**src/rtl/slid_pkg.sv**
```systemverilog
package slid_pkg;

    localparam int CAPACITY  = 16;
    localparam int ADDR_W    = (CAPACITY > 1) ? $clog2(CAPACITY) : 1;
    localparam int CNT_W     = $clog2(CAPACITY + 1);
    localparam int CNT_EXT_W = (CNT_W > 5) ? CNT_W : 5;
    localparam int DATA_W    = 32;

    typedef enum logic [1:0] {
        CMD_INSERT = 2'd0,
        CMD_DELETE = 2'd1,
        CMD_READ   = 2'd2,
        CMD_CLEAR  = 2'd3
    } t_cmd;

    typedef enum logic [1:0] {
        ST_OK        = 2'd0,
        ST_FULL      = 2'd1,
        ST_NOT_FOUND = 2'd2
    } t_status;

    typedef struct packed {
        t_cmd               cmd;
        logic signed [31:0] value;
    } t_in_req;

    typedef struct packed {
        logic signed [31:0] entry_value;
        logic               entry_valid;
        logic               last;
        t_status            status;
        logic [4:0]         count;
    } t_out_res;

    // engine -> output stage
    typedef struct packed {
        logic     valid;
        t_out_res res;
    } t_eng_res;

    // count field is the stored count modulo 32
    function automatic logic [4:0] f_cnt5(logic [CNT_W-1:0] c);
        logic [CNT_EXT_W-1:0] e;
        e = CNT_EXT_W'(c);
        return e[4:0];
    endfunction

endpackage

```
**src/rtl/slid_ram.sv**
```systemverilog
module slid_ram #(
    parameter int WIDTH = 32,
    parameter int DEPTH = 16
) (
    input  logic                     i_clk,
    input  logic                     i_we,
    input  logic [$clog2(DEPTH)-1:0] i_waddr,
    input  logic [WIDTH-1:0]         i_wdata,
    input  logic                     i_re,
    input  logic [$clog2(DEPTH)-1:0] i_raddr,
    output logic [WIDTH-1:0]         o_rdata
);
    logic [WIDTH-1:0] r_mem [DEPTH];
    logic [WIDTH-1:0] r_rdata;

    always_ff @(posedge i_clk) begin
        if (i_we) begin
            r_mem[i_waddr] <= i_wdata;
        end
        // read data holds while no read is issued
        if (i_re) begin
            r_rdata <= r_mem[i_raddr];
        end
    end

    assign o_rdata = r_rdata;
endmodule

```
**src/rtl/slid_engine.sv**
```systemverilog
module slid_engine (
    input  logic             i_clk,
    input  logic             i_rst_n,
    input  logic             i_req_valid,
    input  slid_pkg::t_in_req i_req,
    input  logic             i_out_free,
    output logic             o_busy,
    output slid_pkg::t_eng_res o_res
);
    import slid_pkg::*;

    typedef enum logic [2:0] {
        S_IDLE,
        S_INS,
        S_INS_LAST,
        S_DEL,
        S_RD,
        S_DONE
    } t_state;

    t_state              r_state, n_state;
    logic [ADDR_W-1:0]   r_ptr, n_ptr;
    logic [ADDR_W-1:0]   r_last, n_last;
    logic [CNT_W-1:0]    r_count, n_count;
    logic                r_found, n_found;
    logic signed [31:0]  r_val, n_val;
    t_status             r_status, n_status;

    logic                we, re;
    logic [ADDR_W-1:0]   waddr, raddr;
    logic [DATA_W-1:0]   wdata, rdata;
    logic [ADDR_W-1:0]   top_addr;
    logic                hit;

    slid_ram #(
        .WIDTH(DATA_W),
        .DEPTH(CAPACITY)
    ) u_ram (
        .i_clk  (i_clk),
        .i_we   (we),
        .i_waddr(waddr),
        .i_wdata(wdata),
        .i_re   (re),
        .i_raddr(raddr),
        .o_rdata(rdata)
    );

    assign top_addr = ADDR_W'(r_count - 1'b1);
    assign hit      = (rdata == r_val);
    assign o_busy   = (r_state != S_IDLE);

    always_comb begin
        n_state  = r_state;
        n_ptr    = r_ptr;
        n_last   = r_last;
        n_count  = r_count;
        n_found  = r_found;
        n_val    = r_val;
        n_status = r_status;
        we       = 1'b0;
        waddr    = ADDR_W'(r_ptr + 1'b1);
        wdata    = rdata;
        re       = 1'b0;
        raddr    = r_ptr;
        o_res    = '0;
        o_res.res.count = f_cnt5(r_count);

        case (r_state)
            S_IDLE: begin
                if (i_req_valid) begin
                    n_val  = i_req.value;
                    n_last = top_addr;
                    case (i_req.cmd)
                        CMD_INSERT: begin
                            if (r_count == CNT_W'(CAPACITY)) begin
                                n_status = ST_FULL;
                                n_state  = S_DONE;
                            end else if (r_count == '0) begin
                                we       = 1'b1;
                                waddr    = '0;
                                wdata    = i_req.value;
                                n_count  = CNT_W'(1);
                                n_status = ST_OK;
                                n_state  = S_DONE;
                            end else begin
                                // walk down from the top entry
                                re      = 1'b1;
                                raddr   = top_addr;
                                n_ptr   = top_addr;
                                n_state = S_INS;
                            end
                        end
                        CMD_DELETE: begin
                            if (r_count == '0) begin
                                n_status = ST_NOT_FOUND;
                                n_state  = S_DONE;
                            end else begin
                                re      = 1'b1;
                                raddr   = '0;
                                n_ptr   = '0;
                                n_found = 1'b0;
                                n_state = S_DEL;
                            end
                        end
                        CMD_READ: begin
                            n_status = ST_OK;
                            if (r_count == '0) begin
                                n_state = S_DONE;
                            end else begin
                                re      = 1'b1;
                                raddr   = '0;
                                n_ptr   = '0;
                                n_state = S_RD;
                            end
                        end
                        CMD_CLEAR: begin
                            n_count  = '0;
                            n_status = ST_OK;
                            n_state  = S_DONE;
                        end
                        default: begin
                            n_state = S_IDLE;
                        end
                    endcase
                end
            end
            S_INS: begin
                we = 1'b1;
                if ($signed(rdata) > r_val) begin
                    // move entry up one slot, keep walking down
                    waddr = ADDR_W'(r_ptr + 1'b1);
                    wdata = rdata;
                    if (r_ptr == '0) begin
                        n_state = S_INS_LAST;
                    end else begin
                        re    = 1'b1;
                        raddr = ADDR_W'(r_ptr - 1'b1);
                        n_ptr = ADDR_W'(r_ptr - 1'b1);
                    end
                end else begin
                    waddr    = ADDR_W'(r_ptr + 1'b1);
                    wdata    = r_val;
                    n_count  = CNT_W'(r_count + 1'b1);
                    n_status = ST_OK;
                    n_state  = S_DONE;
                end
            end
            S_INS_LAST: begin
                we       = 1'b1;
                waddr    = '0;
                wdata    = r_val;
                n_count  = CNT_W'(r_count + 1'b1);
                n_status = ST_OK;
                n_state  = S_DONE;
            end
            S_DEL: begin
                // after the match, every entry slides down one slot
                if (r_found) begin
                    we    = 1'b1;
                    waddr = ADDR_W'(r_ptr - 1'b1);
                    wdata = rdata;
                end
                n_found = r_found | hit;
                if (r_ptr == r_last) begin
                    if (n_found) begin
                        n_count  = CNT_W'(r_count - 1'b1);
                        n_status = ST_OK;
                    end else begin
                        n_status = ST_NOT_FOUND;
                    end
                    n_state = S_DONE;
                end else begin
                    re    = 1'b1;
                    raddr = ADDR_W'(r_ptr + 1'b1);
                    n_ptr = ADDR_W'(r_ptr + 1'b1);
                end
            end
            S_RD: begin
                if (i_out_free) begin
                    o_res.valid           = 1'b1;
                    o_res.res.entry_value = $signed(rdata);
                    o_res.res.entry_valid = 1'b1;
                    o_res.res.last        = (r_ptr == r_last);
                    o_res.res.status      = ST_OK;
                    if (r_ptr == r_last) begin
                        n_state = S_IDLE;
                    end else begin
                        re    = 1'b1;
                        raddr = ADDR_W'(r_ptr + 1'b1);
                        n_ptr = ADDR_W'(r_ptr + 1'b1);
                    end
                end
            end
            S_DONE: begin
                if (i_out_free) begin
                    o_res.valid      = 1'b1;
                    o_res.res.last   = 1'b1;
                    o_res.res.status = r_status;
                    n_state          = S_IDLE;
                end
            end
            default: begin
                n_state = S_IDLE;
            end
        endcase
    end

    always_ff @(posedge i_clk) begin
        if (!i_rst_n) begin
            r_state <= S_IDLE;
            r_count <= '0;
            r_found <= 1'b0;
        end else begin
            r_state <= n_state;
            r_count <= n_count;
            r_found <= n_found;
        end
        r_ptr    <= n_ptr;
        r_last   <= n_last;
        r_val    <= n_val;
        r_status <= n_status;
    end
endmodule

```
**src/rtl/sorted_list_insert_delete.sv**
```systemverilog
// Sorted store of up to CAPACITY signed 32-bit values, kept ascending in a
// single-port-read / single-port-write RAM.
// Request channel: i_in_valid / o_in_stall carry a command (insert, delete,
// read out, clear) and a value. A request is taken when valid is high and
// stall is low; stall is high for as long as a command is being worked on.
// Result channel: o_out_valid / i_out_stall carry one result per command,
// or one per entry for read out of a non-empty store, the final one flagged by last.
// Steps per command:
//   insert: into an empty store the value is written straight to slot 0;
//           otherwise the RAM walk goes down from the top, moving each larger
//           entry up one slot, then writes the value into the gap;
//   delete: one RAM read per entry, later entries slide down;
//   read out: one result per cycle while the result side does not stall;
//   clear and refused commands: no RAM access, only a status result.
// The registered RAM read and the one read port set the pace of the walks.
// The result sits in an output register, so a new request is taken while
// the last result still waits. A stalled result holds its payload, and a
// read out simply pauses until the receiver takes each entry.
// Reset (synchronous, active low) empties the store; RAM contents are not
// cleared since only entries below the count are ever read.
module sorted_list_insert_delete (
    input  logic               i_clk,
    input  logic               i_rst_n,
    input  logic               i_in_valid,
    output logic               o_in_stall,
    input  slid_pkg::t_in_req  i_in,
    output logic               o_out_valid,
    input  logic               i_out_stall,
    output slid_pkg::t_out_res o_out
);
    import slid_pkg::*;

    logic     r_out_valid;
    t_out_res r_out;
    logic     busy;
    logic     out_free;
    logic     req_take;
    t_eng_res eng_res;

    // the output register can take a new result this cycle
    assign out_free = !r_out_valid || !i_out_stall;
    assign req_take = i_in_valid && !busy;

    slid_engine u_engine (
        .i_clk      (i_clk),
        .i_rst_n    (i_rst_n),
        .i_req_valid(req_take),
        .i_req      (i_in),
        .i_out_free (out_free),
        .o_busy     (busy),
        .o_res      (eng_res)
    );

    always_ff @(posedge i_clk) begin
        if (!i_rst_n) begin
            r_out_valid <= 1'b0;
        end else if (eng_res.valid) begin
            r_out_valid <= 1'b1;
        end else if (!i_out_stall) begin
            r_out_valid <= 1'b0;
        end
        if (eng_res.valid) begin
            r_out <= eng_res.res;
        end
    end

    assign o_in_stall  = busy;
    assign o_out_valid = r_out_valid;
    assign o_out       = r_out;
endmodule

```
**config.mk**
```make
export PLATFORM = sky130hd
export DESIGN_NAME = sorted_list_insert_delete
export DESIGN_NICKNAME = d
export VERILOG_FILES = /design/src/rtl/slid_pkg.sv /design/src/rtl/slid_ram.sv /design/src/rtl/slid_engine.sv /design/src/rtl/sorted_list_insert_delete.sv
export SDC_FILE = /design/constraint.sdc
export NUM_CORES = 1
export LEC_CHECK = 0
export BUFFER_PORTS_ARGS = -buffer_cell sky130_fd_sc_hd__buf_2
export CORE_MARGIN = 2
export CORE_UTILIZATION = 29
export DETAILED_ROUTE_END_ITERATION = 8
export GPL_ROUTABILITY_DRIVEN = 0
export GPL_TIMING_DRIVEN = 0
export SYNTH_ARGS = -nofsm -noshare
export SYNTH_HDL_FRONTEND = slang
export SYNTH_HIERARCHICAL = 1
export SYNTH_SLANG_ARGS = --single-unit
```
**constraint.sdc**
```tcl
create_clock -name i_clk -period 15.84 [get_ports i_clk]
set_input_delay 3.168 -clock i_clk [delete_from_list [all_inputs] [get_ports i_clk]]
set_output_delay 3.168 -clock i_clk [all_outputs]
set_load 0.1 [all_outputs]
```
==> impl_metrics.json, run 1 <==
{
  "r2r-start": "u_engine/u_ram/o_rdata[31]$_DFFE_PP_",
  "wl_um": 70200,
  "fin_area_um2": 30500,
  "min_path_cells": 0,
  "grt_pass1_wl_um": 100000,
  "reg2reg_depth": 14,
  "synthTopCellsByArea": "edfxtp_1 72%, mux4_2 11%, a22oi_1 2.2%",
  "grt_antenna_before_repair": 8,
  "critPathKind": "in2reg",
  "cap_violations": 0,
  "synthFlopType": "edfxtp_1",
  "finalClockSkew_ns": 0.0469,
  "overflow": 0,
  "synthCells": 1413,
  "setup-violations-final": 0,
  "synth_compound_area_share_pct": 6.78,
  "synth.top_cells.by_count": "623 x edfxtp_1, 128 x mux4_2, 76 x a22oi_1",
  "worstHoldStart": "u_engine/r_count[3]$_SDFFE_PN0P_",
  "fin_tns_setup_ns": 0,
  "synth_top_family_by_area": "multiplexers",
  "worst_pin_slew_ns": 1.29,
  "synth_fp_nets": 1492,
  "drive_gt1_share_pct": 24.1,
  "yosysWarningCount": 6,
  "clk_path_buf_depth": 3,
  "core_area_um2": 88500,
  "cts-root-buf": "clkbuf_16",
  "min_period_over_period_pct": 44.1,
  "finalHoldViolCount": 0,
  "synthSimpleGateAreaFrac_pct": 4.30,
  "grt_usage_pct": 15.1,
  "dieArea_um2": 92000,
  "drt_iter0_drc": 1844,
  "n_antenna_cell": 0,
  "critPathLaunchType": "input port",
  "first_pass_iters": 6,
  "netlist_area_um2": 26000,
  "synthAdderAreaFrac_pct": 1.97,
  "die_x_um": 303,
  "synth.avg_cell_area_um2": 18.4,
  "route.vias.total": 14500,
  "critPathLaunch": "i_out_stall",
  "clk_latency_ns": 0.65,
  "ant_nets": 0,
  "cp_data_required_time_ns": 16.20,
  "fin_crit_ns": 6.98,
  "hpwlAfterDp_um": 46000,
  "placed_area_um2": 28500,
  "cts-buffers-inserted": 60,
  "rows": 109,
  "first_global_vias": 14400,
  "rsz0062_at_grt": "no",
  "max_slew_margin_pct": 14.0,
  "io_buffers": 80,
  "tritoncts": "yes",
  "area_delta_synth_final_pct": 17.5,
  "yosysMostFrequentCell": "edfxtp_1",
  "drt-vias-per-instance": 5.17,
  "status": "finished clean",
  "seq_area_frac_synth_pct": 73.1,
  "slew_viol_final": 0,
  "timing.fmax_ghz": 0.143,
  "start_util_pct": 29.3,
  "end_kind": "flip-flop",
  "yosysTopAreaCellShare_pct": 72.0,
  "clkTransAtPathRegs_ns": 0.07,
  "io_pins": 81,
  "h-tree-depth": 2,
  "fillers": 8242,
  "drc": 0,
  "ys_seq_elements": 637,
  "synth.distinct_cells": 74,
  "routedWlPerCell_um": 25.0,
  "clock-sinks": 637,
  "worstPathMaxFanout": 10,
  "synth_edf_count": 623,
  "cts_resized": 0,
  "arrival_ns": 7.34,
  "dieHeight_um": 303,
  "grt_max_degree": 52,
  "cts-hold-fix-buffers": 0,
  "final_nets": 1671,
  "post_cts_buffers": 0,
  "yosys.area.top_type": "edfxtp_1",
  "min_path_type": "reg2reg",
  "synthMuxAreaShare_pct": 11.2,
  "async_flop_share_pct": 0,
  "synth-xor-area-share_pct": 0.371
}
-- per-stage QoR --
step	util (%)	worst slack [ns]	cells	hold WS [ns]
detailed placement	32.2	8.31	2694	0.424
global placement	31.4	2.54	2658	0.413
global route	34.5	8.63	2805	0.477
CTS	34.5	8.96	2804	0.456
finish	34.5	8.86	2805	0.448
floorplan	-	7.66	1413	0.403
-- state kept, by name, summed over array words and instances, names as in the netlist --
| name | count |
|---|---|
| u_engine/r_ptr | 4 |
| u_engine/u_ram/o_rdata | 32 |
| o_out_valid | 1 |
| u_engine/r_last | 4 |
| u_engine/r_state | 3 |
| u_engine/r_found | 1 |
| u_engine/r_count | 5 |
| u_engine/r_val | 32 |
| u_engine/u_ram/r_mem | 512 |
| u_engine/r_status | 2 |
| o_out | 41 |
-- metal layers --
layer	up-vias	wire length, um	GRT usage, %
li1	6114	-	-
met1	7540	30300	21.6
met2	711	31300	23.1
met3	119	7020	3.90
met4	4	1520	3.71
met5	-	24	0
-- worst max-delay path, stage by stage --
cell and delay, ns:
buf_2 0.10, nand2_1 0.13, and3b_1 0.18, buf_1 0.57, and2_1 0.28, o21bai_1 0.18
o2111ai_1 0.28, o21ai_0 0.12, a2bb2oi_1 0.40, buf_2 0.41, buf_1 0.79, mux4_2 0.41
a22oi_1 0.20, nand2_1 0.10
-- cell families (layout without fill, tap and decap cells) --
logic type | after synthesis | count (layout)
xor+xnor | 11 | 11
fa+ha+maj | 41 | 41
flops | 637 | 637
compound gates | 243 | 243
buf+inv | 134 | 361
simple gates | 216 | 216
mux | 131 | 131
-- final cells by class --
class | instances | area [um2] | share of cell area, %
tap | 1165 | 1460 | 4.78
multi-input combinational | 642 | 6520 | 21.4
clock inverter | 39 | 435 | 1.43
sequential | 637 | 19000 | 62.2
inverter | 59 | 221 | 0.726
buffer | 75 | 368 | 1.21
timing repair buffer | 117 | 953 | 3.12
clock buffer | 71 | 1560 | 5.13
-- worst paths after layout --
kind / end / slack [ns]
hold / removal: o_out[3]$_DFFE_PP_ / 0.45
setup reg to reg: u_engine/u_ram/o_rdata[24]$_DFFE_PP_ / 9.83
setup / recovery: u_engine/u_ram/o_rdata[24]$_DFFE_PP_ / 8.86
hold reg to reg: o_out[3]$_DFFE_PP_ / 0.45
-- cell usage in the layout (no fill, tap or decap), types with 4 or more instances in the layout --
cell | synthesis | layout
and3_1 | 37 | 37
nor3_2 | 0 | 4
mux4_2 | 128 | 128
dfxtp_1 | 14 | 14
ha_1 | 41 | 41
nor2_4 | 1 | 13
a22oi_1 | 76 | 76
clkinv_2 | 0 | 10
o21ai_0 | 33 | 25
clkbuf_1 | 33 | 42
nand4_1 | 8 | 8
edfxtp_1 | 623 | 623
nand2_1 | 71 | 71
a22o_1 | 24 | 24
bufinv_16 | 0 | 8
o21ai_1 | 1 | 9
a21oi_1 | 33 | 33
buf_6 | 4 | 18
nor2b_1 | 9 | 9
buf_1 | 14 | 14
nand3_1 | 8 | 8
a211oi_1 | 6 | 6
nand2b_1 | 5 | 5
buf_8 | 0 | 5
xor2_1 | 7 | 7
buf_4 | 9 | 14
a21o_1 | 26 | 26
clkbuf_16 | 0 | 61
inv_1 | 58 | 58
xnor2_1 | 4 | 4
nor3_1 | 15 | 11
and2_1 | 7 | 6
buf_12 | 0 | 10
buf_2 | 15 | 95
nor2_1 | 35 | 22
clkinv_1 | 1 | 17
Power of run 1 is not shown: default switching activity piles up to over one toggle a cycle in this logic, so the estimate is an artifact.
==> run 2: changes to the inputs <==
- clock period: 15.84 -> 6.4 ns (I/O delays scaled with it)
==> impl_metrics.json, run 2 (synthesized netlist as in run 1, its figures left out) <==
{
  "status": "finished clean",
  "area_delta_synth_final_pct": 18.0,
  "final_common_cell": "edfxtp_1",
  "wl_um": 71100,
  "cpMostUsedCell": "nand2_1",
  "io_pins": 81,
  "setup_slack_ns": 0.362,
  "slew_viol_final": 0,
  "timing.fmax_ghz": 0.166,
  "tritoncts": "yes",
  "clock-sinks": 637,
  "finalHoldViolCount": 0,
  "first_pass_iters": 5,
  "final_nets": 1678,
  "max_stage_delay_ns": 0.81,
  "fillers": 8263,
  "dieHeight_um": 303,
  "arrival_ns": 6.36,
  "routedWlPerCell_um": 25.3,
  "start_util_pct": 29.3,
  "rsz0062_at_grt": "no",
  "finalClockSkew_ns": 0.0306,
  "critPathLaunchType": "flip-flop",
  "cap_violations": 0,
  "largest_reg_flops": 512,
  "route.vias.total": 14600,
  "grt_antenna_before_repair": 8,
  "clk_path_buf_depth": 3,
  "path_cells": "ha_1 > nand4_1 > nor4_2 > nor3b_2 > nand2_1 > o31ai_2 > nor3_1 > a21oi_1 > a2bb2oi_1 > buf_2 > buf_1 > mux4_2 > a22oi_1 > nand2_1",
  "cts-hold-fix-buffers": 0,
  "critPathKind": "reg2reg",
  "io_buffers": 80,
  "drc": 0,
  "worst_pin_slew_ns": 1.22,
  "cts-root-buf": "clkbuf_16",
  "regMostFlops": "u_engine/u_ram/r_mem",
  "register_area_um2": 19000,
  "clk_latency_ns": 0.61,
  "setup-violations-final": 0,
  "die_x_um": 303,
  "ff2ff_setup_slack_ns": 0.36,
  "hpwlAfterDp_um": 46400,
  "post_cts_buffers": 0,
  "core_area_um2": 88500,
  "clkTransAtPathRegs_ns": 0.06,
  "dieArea_um2": 92000,
  "ant_nets": 0,
  "drt-vias-per-instance": 5.18,
  "h-tree-depth": 3,
  "first_global_vias": 14700,
  "min_path_type": "reg2reg",
  "drt_iter0_drc": 1691,
  "cts_resized": 0,
  "end_kind": "flip-flop",
  "grt_max_degree": 52,
  "min_period_over_period_pct": 94.3,
  "rows": 109,
  "drive_gt1_share_pct": 24.8,
  "overflow": 0,
  "slowest_stage": "buf_1",
  "max_slew_margin_pct": 18.7,
  "grt_pass1_wl_um": 102000,
  "cp_data_required_time_ns": 6.73,
  "final_cell_mix": "623 x edfxtp_1, 128 x mux4_2, 96 x buf_2, 76 x a22oi_1, 71 x nand2_1",
  "multi_input_area_um2": 6530,
  "fin_crit_ns": 6.04,
  "worstPathMaxFanout": 10,
  "grt_usage_pct": 15.5,
  "post-place-ws_ns": 0.410,
  "cts-buffers-inserted": 67
}
-- run 2: stage by stage --
step	instances	utilization, %	area [um2]	setup TNS [ns]	hold WS (ns)
3_5_place_dp	2695	32.3	28600	0	0.412
4_1_cts	2813	34.6	30600	0	0.430
5_1_grt	2813	34.6	30600	0	0.455
3_3_place_gp	2658	31.4	27800	-623.10	0.412
6_report	2814	34.6	30600	0	0.428
2_1_floorplan	1413	-	26000	0	0.403
-- run 2: layout make-up --
class / count / share of cell area [%]
Sequential cell: 637 / 62.0
Multi-Input combinational cell: 642 / 21.3
Clock buffer: 75 / 5.57
Tap cell: 1165 / 4.76
Timing Repair Buffer: 117 / 3.31
Buffer: 75 / 1.20
Clock inverter: 43 / 1.17
Inverter: 59 / 0.723
Antenna cell: 1 / 0.00816
-- run 2: final timing paths --
check	cells after the start	to	start
max	14	u_engine/u_ram/o_rdata[8]$_DFFE_PP_	u_engine/u_ram/o_rdata[27]$_DFFE_PP_
min	0	o_out[3]$_DFFE_PP_	u_engine/r_count[3]$_SDFFE_PN0P_
max reg2reg	14	u_engine/u_ram/o_rdata[8]$_DFFE_PP_	u_engine/u_ram/o_rdata[27]$_DFFE_PP_
min reg2reg	0	o_out[3]$_DFFE_PP_	u_engine/r_count[3]$_SDFFE_PN0P_
-- run 2: critical path: cells and delay by family (launching register included) --
kind / cells / cell delay (ns)
compound gates: 4 / 1.00
fa+ha+maj: 1 / 0.36
buf+inv: 2 / 1.18
flops: 1 / 0.47
mux: 1 / 0.42
simple gates: 6 / 2.34
-- run 2: per-layer routing --
metal | routed length [um] | global-route usage [%]
met1 | 29700 | 21.1
met2 | 32900 | 24.4
met3 | 7180 | 4.85
met4 | 1290 | 3.35
met5 | 24 | 0
Power of run 2 is left out for the same reason.
